[src/sv/clat_pkg.sv]
// ----------------------------------------------------------------------------
// clat_pkg
// Shared types and constants for the command line argument tokenizer.
// ----------------------------------------------------------------------------
`default_nettype none

package clat_pkg;

	localparam int unsigned MAX_ARGUMENTS      = 16;
	localparam int unsigned MAX_ARGUMENT_UNITS = 32767;

	localparam logic [15:0] UNIT_END    = 16'h0000;
	localparam logic [15:0] UNIT_QUOTE  = 16'h0022;
	localparam logic [15:0] UNIT_BSLASH = 16'h005C;
	localparam logic [15:0] UNIT_SPACE  = 16'h0020;
	localparam logic [15:0] UNIT_TAB    = 16'h0009;

	// parser state carried from one code unit to the next
	typedef struct packed {
		logic        inside_quotes;
		logic        inside_argument;
		logic        quote_pending;
		logic [15:0] pending_backslashes;
		logic [14:0] units_in_argument;
		logic [4:0]  arguments_seen;
		logic        error_seen;
	} clat_state_t;

	// one result item
	typedef struct packed {
		logic [14:0] backslash_run;
		logic        has_char;
		logic [15:0] char_value;
		logic        end_of_argument;
		logic [3:0]  argument_index;
		logic        line_done;
		logic        failed;
		logic [4:0]  argument_total;
	} clat_result_t;

endpackage

`default_nettype wire

[src/sv/command_line_argument_tokenizer_core.sv]
// ----------------------------------------------------------------------------
// command_line_argument_tokenizer_core
// Splits a UTF-16 command line into arguments under Windows quoting rules.
// ----------------------------------------------------------------------------
// Path: an accepted code unit passes the input register, then the result
//   register; units that give no result are absorbed silently.
// Throughput: 1 code unit per cycle unless a result waits on out_stall.
// Reset: arst_n clears the parser state and both valid flags asynchronously.
`default_nettype none

module command_line_argument_tokenizer_core import clat_pkg::*; (
	input  wire logic        clk,
	input  wire logic        arst_n,
	input  wire logic        in_valid,
	output logic             in_stall,
	input  wire logic [15:0] code_unit,
	output logic             out_valid,
	input  wire logic        out_stall,
	output logic [14:0]      backslash_run,
	output logic             has_char,
	output logic [15:0]      char_value,
	output logic             end_of_argument,
	output logic [3:0]       argument_index,
	output logic             line_done,
	output logic             failed,
	output logic [4:0]       argument_total
);

	logic         valid_s1;
	logic [15:0]  unit_s1;
	clat_state_t  state_q;
	clat_state_t  state_nxt;
	logic         res_valid;
	clat_result_t res;
	clat_result_t res_q;
	logic         out_valid_q;
	logic         out_free;
	logic         advance;

	clat_step u_step (
		.code_unit (unit_s1),
		.cur       (state_q),
		.nxt       (state_nxt),
		.res_valid (res_valid),
		.res       (res)
	);

	assign out_free = !out_valid_q || !out_stall;
	assign advance  = valid_s1 && (!res_valid || out_free);
	assign in_stall = valid_s1 && !advance;

	always_ff @(posedge clk or negedge arst_n) begin
		if (!arst_n) begin
			valid_s1    <= 1'b0;
			state_q     <= '0;
			out_valid_q <= 1'b0;
		end else begin
			if (in_valid && !in_stall) begin
				valid_s1 <= 1'b1;
			end else if (advance) begin
				valid_s1 <= 1'b0;
			end
			if (advance) begin
				state_q <= state_nxt;
			end
			if (advance && res_valid) begin
				out_valid_q <= 1'b1;
			end else if (!out_stall) begin
				out_valid_q <= 1'b0;
			end
		end
	end

	always_ff @(posedge clk) begin
		if (in_valid && !in_stall) begin
			unit_s1 <= code_unit;
		end
		if (advance && res_valid) begin
			res_q <= res;
		end
	end

	assign out_valid       = out_valid_q;
	assign backslash_run   = res_q.backslash_run;
	assign has_char        = res_q.has_char;
	assign char_value      = res_q.char_value;
	assign end_of_argument = res_q.end_of_argument;
	assign argument_index  = res_q.argument_index;
	assign line_done       = res_q.line_done;
	assign failed          = res_q.failed;
	assign argument_total  = res_q.argument_total;

endmodule

`default_nettype wire

[src/sv/clat_step.sv]
// ----------------------------------------------------------------------------
// clat_step
// Next-state and result logic for one code unit of the command line.
// ----------------------------------------------------------------------------
`default_nettype none

module clat_step import clat_pkg::*; (
	input  wire logic [15:0] code_unit,
	input  clat_state_t      cur,
	output clat_state_t      nxt,
	output logic             res_valid,
	output clat_result_t     res
);

	// units + extra still within the argument length limit
	function automatic logic fits(input logic [14:0] units, input logic [16:0] extra);
		logic [17:0] sum;
		sum = {3'b000, units} + {1'b0, extra};
		return sum <= 18'(MAX_ARGUMENT_UNITS);
	endfunction

	logic        blank;
	logic        iq_v;
	logic [14:0] units_v;
	logic [15:0] pend_v;
	logic [16:0] pend_inc;
	logic [14:0] half;
	logic        odd;
	logic [16:0] extra;

	assign blank = (code_unit == UNIT_SPACE) || (code_unit == UNIT_TAB);

	always_comb begin
		nxt       = cur;
		res_valid = 1'b0;
		res       = '0;
		res.argument_index = cur.arguments_seen[3:0];
		iq_v      = cur.quote_pending ? 1'b0 : cur.inside_quotes;
		units_v   = cur.inside_argument ? cur.units_in_argument : 15'd0;
		pend_v    = cur.inside_argument ? cur.pending_backslashes : 16'd0;
		pend_inc  = {1'b0, pend_v} + 17'd1;
		half      = pend_v[15:1];
		odd       = pend_v[0];
		extra     = '0;

		if (cur.error_seen) begin
			if (code_unit == UNIT_END) begin
				res_valid     = 1'b1;
				res.line_done = 1'b1;
				res.failed    = 1'b1;
				nxt           = '0;
			end
		end else if (cur.quote_pending && code_unit == UNIT_QUOTE) begin
			// doubled quote inside quotes: one literal quote
			nxt.quote_pending = 1'b0;
			res_valid = 1'b1;
			if (!fits(cur.units_in_argument, 17'd1)) begin
				nxt.error_seen = 1'b1;
				res.failed     = 1'b1;
			end else begin
				nxt.units_in_argument = cur.units_in_argument + 15'd1;
				res.has_char   = 1'b1;
				res.char_value = UNIT_QUOTE;
			end
		end else begin
			nxt.quote_pending = 1'b0;
			nxt.inside_quotes = iq_v;
			if (code_unit == UNIT_END) begin
				res_valid = 1'b1;
				res.line_done = 1'b1;
				nxt = '0;
				if (iq_v) begin
					res.failed = 1'b1;
				end else if (cur.inside_argument &&
					!fits(cur.units_in_argument, {1'b0, cur.pending_backslashes})) begin
					res.failed = 1'b1;
				end else begin
					res.backslash_run   = cur.pending_backslashes[14:0];
					res.end_of_argument = cur.inside_argument;
					res.argument_total  = cur.arguments_seen +
						{4'd0, cur.inside_argument};
				end
			end else if (!cur.inside_argument && blank) begin
				// separator between arguments: nothing to report
			end else if (!cur.inside_argument &&
				cur.arguments_seen >= 5'(MAX_ARGUMENTS)) begin
				res_valid      = 1'b1;
				res.failed     = 1'b1;
				nxt.error_seen = 1'b1;
			end else begin
				nxt.inside_argument     = 1'b1;
				nxt.units_in_argument   = units_v;
				nxt.pending_backslashes = pend_v;
				if (code_unit == UNIT_BSLASH) begin
					nxt.pending_backslashes = pend_inc[15:0];
					// fail early once every ending of the run overflows
					if (!fits(units_v, {1'b0, pend_inc[16:1]})) begin
						res_valid      = 1'b1;
						res.failed     = 1'b1;
						nxt.error_seen = 1'b1;
					end
				end else if (code_unit == UNIT_QUOTE) begin
					nxt.pending_backslashes = '0;
					extra = {2'b00, half} + {16'd0, odd};
					if (!fits(units_v, extra)) begin
						res_valid      = 1'b1;
						res.failed     = 1'b1;
						nxt.error_seen = 1'b1;
					end else begin
						nxt.units_in_argument = units_v + extra[14:0];
						res.backslash_run = half;
						if (odd) begin
							res_valid      = 1'b1;
							res.has_char   = 1'b1;
							res.char_value = UNIT_QUOTE;
						end else begin
							res_valid = (half != 15'd0);
							if (iq_v) begin
								nxt.quote_pending = 1'b1;
							end else begin
								nxt.inside_quotes = 1'b1;
							end
						end
					end
				end else begin
					nxt.pending_backslashes = '0;
					res_valid = 1'b1;
					if (!iq_v && blank) begin
						if (!fits(units_v, {1'b0, pend_v})) begin
							res.failed     = 1'b1;
							nxt.error_seen = 1'b1;
						end else begin
							res.backslash_run     = pend_v[14:0];
							res.end_of_argument   = 1'b1;
							nxt.arguments_seen    = cur.arguments_seen + 5'd1;
							nxt.inside_argument   = 1'b0;
							nxt.units_in_argument = '0;
						end
					end else begin
						extra = {1'b0, pend_v} + 17'd1;
						if (!fits(units_v, extra)) begin
							res.failed     = 1'b1;
							nxt.error_seen = 1'b1;
						end else begin
							nxt.units_in_argument = units_v + extra[14:0];
							res.backslash_run = pend_v[14:0];
							res.has_char      = 1'b1;
							res.char_value    = code_unit;
						end
					end
				end
			end
		end
	end

endmodule

`default_nettype wire

[config.mk]
export PLATFORM = sky130hd
export DESIGN_NAME = command_line_argument_tokenizer_core
export DESIGN_NICKNAME = d
export VERILOG_FILES = /design/src/sv/clat_pkg.sv /design/src/sv/command_line_argument_tokenizer_core.sv /design/src/sv/clat_step.sv
export SDC_FILE = /design/constraint.sdc
export NUM_CORES = 1
export LEC_CHECK = 0
export BUFFER_PORTS_ARGS = -buffer_cell sky130_fd_sc_hd__buf_2
export CORE_MARGIN = 2
export CORE_UTILIZATION = 45
export DETAILED_ROUTE_END_ITERATION = 7
export GPL_TIMING_DRIVEN = 0
export SLEW_MARGIN = 20
export SYNTH_ARGS = -nofsm -noshare
export SYNTH_HDL_FRONTEND = slang
export SYNTH_SLANG_ARGS = --single-unit
[constraint.sdc]
create_clock -name clk -period 9.15 [get_ports clk]
set_input_delay 1.83 -clock clk [delete_from_list [all_inputs] [get_ports clk]]
set_output_delay 1.83 -clock clk [all_outputs]
set_load 0.005 [all_outputs]
Yosys cells after proc, flatten, opt, wreduce, memory -nomap -nowiden
Index checks and enable logic that the tools add are counted.
{"block": "totals", "in_bits": 20, "word_cells": 172, "register_bits": 102}
{"block": "classes", "add_sub_neg": 13, "reduce_logical": 32, "n_bitwise": 1, "eq_ne": 14, "magnitude_cmp": 7, "mux": 87}
{"op": "$mux W15", "n": 12}
{"op": "$mux W40", "n": 4}
{"op": "$le A18 B15 Y1 const B", "n": 6}
{"op": "$mux W33", "n": 3}
{"op": "$mux W32", "n": 3}
{"op": "$mux W17", "n": 5}
{"op": "$add A15 B16 Y17", "n": 3}
{"op": "$mux W16", "n": 3}
{"op": "$mux W1", "n": 47}
{"op": "$mux W20", "n": 2}
{"op": "$mux W39", "n": 1}
{"op": "$add A15 B17 Y18", "n": 2}
{"op": "$eq A16 B6 Y1 const B", "n": 2}
{"op": "$add A15 B15 Y15", "n": 2}
{"op": "$add A16 B1 Y17 const B", "n": 1}
{"op": "$add A15 B1 Y16", "n": 1}
{"op": "$add A15 B1 Y16 const B", "n": 1}
{"op": "$eq A16 B4 Y1 const B", "n": 1}
{"op": "$eq A16 B7 Y1 const B", "n": 1}
{"op": "$logic_not A16 Y1", "n": 1}
{"op": "$add A15 B1 Y15 const B", "n": 1}
{"op": "$mux W5", "n": 3}
{"op": "$reduce_bool A15 Y1", "n": 1}
{"op": "$ne A2 B1 Y1 const B", "n": 5}
{"op": "19 further kinds", "n": 43}

Depth between registers and ports, before layout
{"block": "depth", "word_depth": 20, "depth_mapped": 26}

Modules after synthesis
A second synthesis with hierarchy kept.
{"block": "unflattened", "cells_unflattened": 1148, "hier_area_um2": 9997.1}
{"module": "clat_step", "area_per_inst_um2": 5776.8, "cells_each": 848, "seq_area_each_um2": 0.0, "instances": 1}
{"module": "command_line_argument_tokenizer_core", "area_per_inst_um2": 4220.3, "cells_each": 300, "seq_area_each_um2": 2852.7, "instances": 1}

Worst setup path after synthesis
Ideal clock, no wire load.
{"block": "synth_path", "kind": "register to register", "startpoint": "register state_q[38] in the netlist's numbering", "endpoint": "register res_q (netlist bit argument_index[0]) (enable)", "setup_slack_ps": 2429, "setup_ps": 446, "arrival_time_ps": 6275, "path_stages_with_launch": 24, "path_cell_list": "dfrtp_1 buf_4 clkbuf_1 clkbuf_1 clkbuf_1 buf_1 nand2_1 inv_1 ha_1 nand4_1 nor4_2 and4_1 xnor2_1 ha_1 buf_2 nand4_1 nor3_1 nand3_1 a211o_1 o21ai_1 o2bb2ai_2 o21ai_4 nand2b_1 nor2_1"}
{"block": "synth_between", "elab_chain_cells": 16}
{"item": "start, declared", "line": "command_line_argument_tokenizer_core.sv:31", "rtl": "clat_state_t state_q;"}
{"item": "start signal, assigned", "line": "command_line_argument_tokenizer_core.sv:64", "rtl": "state_q <= state_nxt;"}
{"item": "$mux W16", "line": "clat_step.sv:40", "rtl": "pend_v = cur.inside_argument ? cur.pending_backslashes : 16'd0;"}
{"item": "$add A15 B1 Y16", "line": "clat_step.sv:104", "rtl": "extra = {2'b00, half} + {16'd0, odd};"}
{"item": "$add A15 B17 Y18", "line": "clat_step.sv:18", "rtl": "sum = {3'b000, units} + {1'b0, extra};"}
{"item": "$le A18 B15 Y1", "line": "clat_step.sv:19", "rtl": "return sum <= 18'(MAX_ARGUMENT_UNITS);"}
{"item": "$mux W1", "line": "clat_step.sv:105", "rtl": "if (!fits(units_v, extra)) begin"}
{"item": "$mux W1", "line": "clat_step.sv:102", "rtl": "end else if (code_unit == UNIT_QUOTE) begin"}
{"item": "$mux W1", "line": "clat_step.sv:94", "rtl": "if (code_unit == UNIT_BSLASH) begin"}
{"item": "$mux W1", "line": "clat_step.sv:85", "rtl": "end else if (!cur.inside_argument &&"}
{"item": "$mux W1 (*)", "line": "clat_step.sv:83", "rtl": "end else if (!cur.inside_argument && blank) begin"}
{"item": "$mux W1 (*)", "line": "clat_step.sv:68", "rtl": "if (code_unit == UNIT_END) begin"}
{"item": "$mux W1 (*)", "line": "clat_step.sv:53", "rtl": "end else if (cur.quote_pending && code_unit == UNIT_QUOTE) begin"}
{"item": "$mux W1 (*)", "line": "clat_step.sv:46", "rtl": "if (cur.error_seen) begin"}
{"item": "$logic_not A1 Y1", "line": "command_line_argument_tokenizer_core.sv:49", "rtl": "assign advance = valid_s1 && (!res_valid || out_free);"}
{"item": "$logic_or A1 B1 Y1", "line": "command_line_argument_tokenizer_core.sv:49"}
{"item": "$logic_and A1 B1 Y1", "line": "command_line_argument_tokenizer_core.sv:49"}
{"item": "$logic_and A1 B1 Y1 (*)", "line": "command_line_argument_tokenizer_core.sv:78", "rtl": "if (advance && res_valid) begin"}
{"item": "end signal, assigned", "line": "command_line_argument_tokenizer_core.sv:79", "rtl": "res_q <= res;"}
{"item": "end, declared", "line": "command_line_argument_tokenizer_core.sv:35", "rtl": "clat_result_t res_q;"}
Mark *: on every way between the ends. The rest lies on a longest branch, timed or not.
A chain may end at the register's enable or synchronous reset.

Worst setup path in the final report
{"block": "layout_path", "startpoint": "register state_q[38] in the netlist's numbering", "endpoint": "output port in_stall"}
{"block": "layout_between", "elab_chain_cells": 17}
{"item": "$mux W16", "line": "clat_step.sv:40"}
{"item": "$add A15 B1 Y16", "line": "clat_step.sv:104"}
{"item": "$add A15 B17 Y18", "line": "clat_step.sv:18"}
{"item": "$le A18 B15 Y1", "line": "clat_step.sv:19"}
{"item": "$mux W1", "line": "clat_step.sv:105"}
{"item": "$mux W1", "line": "clat_step.sv:102"}
{"item": "$mux W1", "line": "clat_step.sv:94"}
{"item": "$mux W1", "line": "clat_step.sv:85"}
{"item": "$mux W1 (*)", "line": "clat_step.sv:83"}
{"item": "$mux W1 (*)", "line": "clat_step.sv:68"}
{"item": "$mux W1 (*)", "line": "clat_step.sv:53"}
{"item": "$mux W1 (*)", "line": "clat_step.sv:46"}
{"item": "$logic_not A1 Y1 (*)", "line": "command_line_argument_tokenizer_core.sv:49"}
{"item": "$logic_or A1 B1 Y1 (*)", "line": "command_line_argument_tokenizer_core.sv:49"}
{"item": "$logic_and A1 B1 Y1 (*)", "line": "command_line_argument_tokenizer_core.sv:49"}
{"item": "$logic_not A1 Y1 (*)", "line": "command_line_argument_tokenizer_core.sv:50", "rtl": "assign in_stall = valid_s1 && !advance;"}
{"item": "$logic_and A1 B1 Y1 (*)", "line": "command_line_argument_tokenizer_core.sv:50"}
{"item": "end, declared", "line": "command_line_argument_tokenizer_core.sv:15", "rtl": "output logic in_stall,"}
Marked as above.

==> results.yml <==
global_routing:
  antenna_found_initial: 0
  grt_first_pass_wirelength_um: 42170
  grt_util_all_layers_pct: 27.84
  grt_pass1_vias: 7360
  grt_max_degree: 43
  grt-ovfl-total: 0
worst_setup_path:
  start_kind: "flip-flop"
  critPathLaunch: "state_q[38]$_DFFE_PN0P_"
  path_depth: 24
  cp_slowest_cell: "dfrtp_1"
  end_kind: "output port"
  critical_path_class: "reg -> out"
  r2r_start: "state_q[38]$_DFFE_PN0P_"
  cp.arrival_ns: 6.91
  r2r_slack_ns: 1.77
  reg2reg_depth: 23
  cp_data_required_time_ns: 7.32
  crit_buf_inv: 9
  crit_chain: "buf_4 -> clkbuf_1 -> clkbuf_2 -> clkbuf_2 -> buf_1 -> nand2_1 -> inv_1 -> ha_1 -> nand4_1 -> nor4_2 -> and4_1 -> xnor2_1 -> ha_1 -> buf_2 -> nand4_1 -> nor3_1 -> nand3_1 -> a211o_1 -> o21ai_1 -> o2bb2ai_2 -> nor2_1 -> o21ai_0 -> inv_1 -> buf_2"
  crit_family: "buffers and inverters"
  cp_max_fo: 10
  cpPeakStageDelay_ns: 0.60
layout:
  drive_gt1_share_pct: 12.13
  final_nets: 1146
  fillers: 1859
  diodes: 0
  final_area_um2: 9467
  syn2layout_area_growth_pct: 11.31
logic_synthesis:
  yosysWarnings: 0
  netlist_instances: 973
  ys_types: 85
  synth-xor-area-share_pct: 4.723
  avgSynthCellArea_um2: 8.740
  synth_edf_count: 60
  synth_top_family_by_area: "simple AND/OR/NAND/NOR gates"
  syn-num-nets: 1069
  synth_mux_area_share_pct: 0.8533
  synth_area_um2: 8504
  synth-simple-area-share_pct: 24.08
  synth_compound_area_share_pct: 21.38
  synth_seq_cells: 102
  ys_seq_area_share_pct: 33.54
  synthArstFlopShare_pct: 41.18
  synth_fa_ha_area_share_pct: 11.56
  ys.flop_type: "edfxtp_1"
timing:
  fmax_mhz: 114.4
  tightest_slew_ns: 0.7955
  setup_viol: 0
  drv_slew: 0
  rsz0062_at_grt: "false"
  finalClockSkew_ns: 0.01433
  fin_crit_ns: 8.742
  period_share_pct: 95.54
  slew_headroom_pct: 46.67
  hold_viol: 0
worst_hold_path:
  hp-class: "reg -> reg"
  hold_depth: 1
  holdCritStartpoint: "state_q[5]$_DFFE_PN0P_"
run:
  cap_violations: 0
clock_tree:
  hold_buffers: 0
  cts_setup_buffers: 0
  insertion_delay_ns: 0.36
  post_cts_resized: 0
  clock_path_buffers: 2
  htreeDepth: 3
  cts.root.buffer_cell: "clkbuf_16"
  cts.reportedPaths.clkPinSlew_ns: 0.08
  cts.sinks: 102
  cts_tree: "built"
  cts_made_buffers: 9
placement:
  placed_cell_area_um2: 9155
  globalplace.congestion: 0.9348
  io_buffers: 65
  place_hpwl_um: 21640
floorplanning:
  die_w_um: 141.5
  die_h_um: 141.5
  dieArea_um2: 20010
  ios: 66
  rows: 50
  start_util_pct: 45.62
  core_um2: 18640
detailed_routing:
  viasPerCell: 6.222
  dr.first_iter.drc_count: 895
  ant_nets: 0
  dr.pass1.iters: 5
  vias: 8020
  drc_errors: 0
  totalWireLength_um: 27640
  routedWlPerCell_um: 21.44
pwr:
  power_mw: 0.9629
  power.leakage_nw: 4.125
  ir_drop_v: 0.00008579
  p_per_area_nw_per_um2: 101.7
outcome:
  outcome: "finished clean"
-- final timing paths --
path	end
hold reg to reg	state_q[5]$_DFFE_PN0P_
min in group asynchronous	state_q[1]$_DFFE_PN0P_
setup reg to reg	unit_s1[13]$_DFFE_PP_
setup / recovery	in_stall
max in group asynchronous	state_q[20]$_DFFE_PN0P_
hold / removal	state_q[5]$_DFFE_PN0P_
-- cell type report --
cell class	instances	area [um^2]	area share, %
tap	234	292.8	3.093
buffer	38	168.9	1.784
clock buffer	9	225.2	2.379
timing repair buffer	66	347.8	3.674
inverter	43	161.4	1.705
clock inverter	7	81.33	0.8591
sequential	102	2853	30.13
multi-input combinational	790	5336	56.37
-- layout by cell type, fill, tap and decap left out, types with 40 or more instances in the layout --
| master | netlist | routed |
|---|---|---|
| ha_1 | 73 | 73 |
| nand2_1 | 109 | 109 |
| inv_1 | 42 | 42 |
| edfxtp_1 | 60 | 60 |
| dfrtp_1 | 42 | 42 |
| nor2_1 | 57 | 56 |
| buf_2 | 10 | 74 |
| and2_1 | 40 | 40 |
| nand3_1 | 56 | 56 |
| o21ai_0 | 73 | 73 |
| a21oi_1 | 48 | 48 |
-- worst reg2reg max path: stages, from the launching register on --
cell       delay [ns]
dfrtp_1          0.60
buf_4            0.29
clkbuf_1         0.47
clkbuf_2         0.37
clkbuf_2         0.34
buf_1            0.44
nand2_1          0.19
inv_1            0.09
ha_1             0.21
nand4_1          0.17
nor4_2           0.55
and4_1           0.28
xnor2_1          0.16
ha_1             0.32
buf_2            0.19
nand4_1          0.16
nor3_1           0.23
nand3_1          0.12
a211o_1          0.31
o21ai_1          0.23
o2bb2ai_2        0.24
nor2_1           0.13
o21ai_0          0.29
and2_1           0.65
-- where the power goes --
part	switching, mW	internal [mW]
clock network	0.204	0.197
registers	0.00712	0.505
logic	0.0319	0.0180
-- registers in the layout, indices dropped and copies added, names as in the netlist --
name,cells
state_q,40
char_value,16
unit_s1,16
backslash_run,15
argument_total,5
argument_index,4
end_of_argument,1
failed,1
has_char,1
line_done,1
out_valid,1
valid_s1,1
-- routing by layer --
layer	vias up	wire, um	track usage [%]
met5	-	0	0
met4	0	1244	12.68
met3	78	2329	5.805
met2	397	11790	41.31
met1	3779	12270	39.05
li1	3766	-	-
-- Yosys cell counts (12+ instances only) --
| cell | number | area share (%) |
|---|---|---|
| nor3_1 | 12 | 0.71 |
| edfxtp_1 | 60 | 21 |
| clkbuf_1 | 23 | 1.0 |
| and2_1 | 40 | 2.9 |
| dfrtp_1 | 42 | 12 |
| a21oi_1 | 48 | 2.8 |
| nand4_1 | 14 | 1.0 |
| nor2_1 | 57 | 2.5 |
| nand3_1 | 56 | 3.3 |
| inv_1 | 42 | 1.9 |
| o21ai_1 | 12 | 0.71 |
| a21o_1 | 28 | 2.5 |
| nand2_1 | 109 | 4.8 |
| ha_1 | 73 | 11 |
| nor2b_1 | 12 | 0.88 |
| o211ai_1 | 12 | 1.1 |
| a211oi_1 | 17 | 1.5 |
| xnor2_1 | 36 | 3.7 |
| o31ai_1 | 12 | 1.1 |
| o21ai_0 | 73 | 4.3 |
| and3_1 | 22 | 1.6 |
-- per-stage QoR --
stage	hold slack (ns)	cells	util [%]	worst slack, ns	setup TNS, ns
2_1_floorplan	0.4841	973	-	2.429	0
3_3_place_gp	0.5191	1272	48.93	-0.3237	-13.96
3_5_place_dp	0.5176	1273	49.11	0.6357	0
4_1_cts	0.5490	1289	50.75	0.2262	0
5_1_grt	0.5886	1289	50.78	0.1261	0
6_report	0.5514	1289	50.78	0.4080	0
-- kinds of logic (layout without fill, tap and decap cells) --
group,after synthesis,count (layout)
adder cells (fa/ha/maj),77,77
AND/OR/NAND/NOR,386,386
flip-flops,102,102
XOR/XNOR,45,45
buffers and inverters,81,163
multiplexers,6,6
AO/OA/AOI/OAI,276,276
Power figures use the tool's default switching activity.
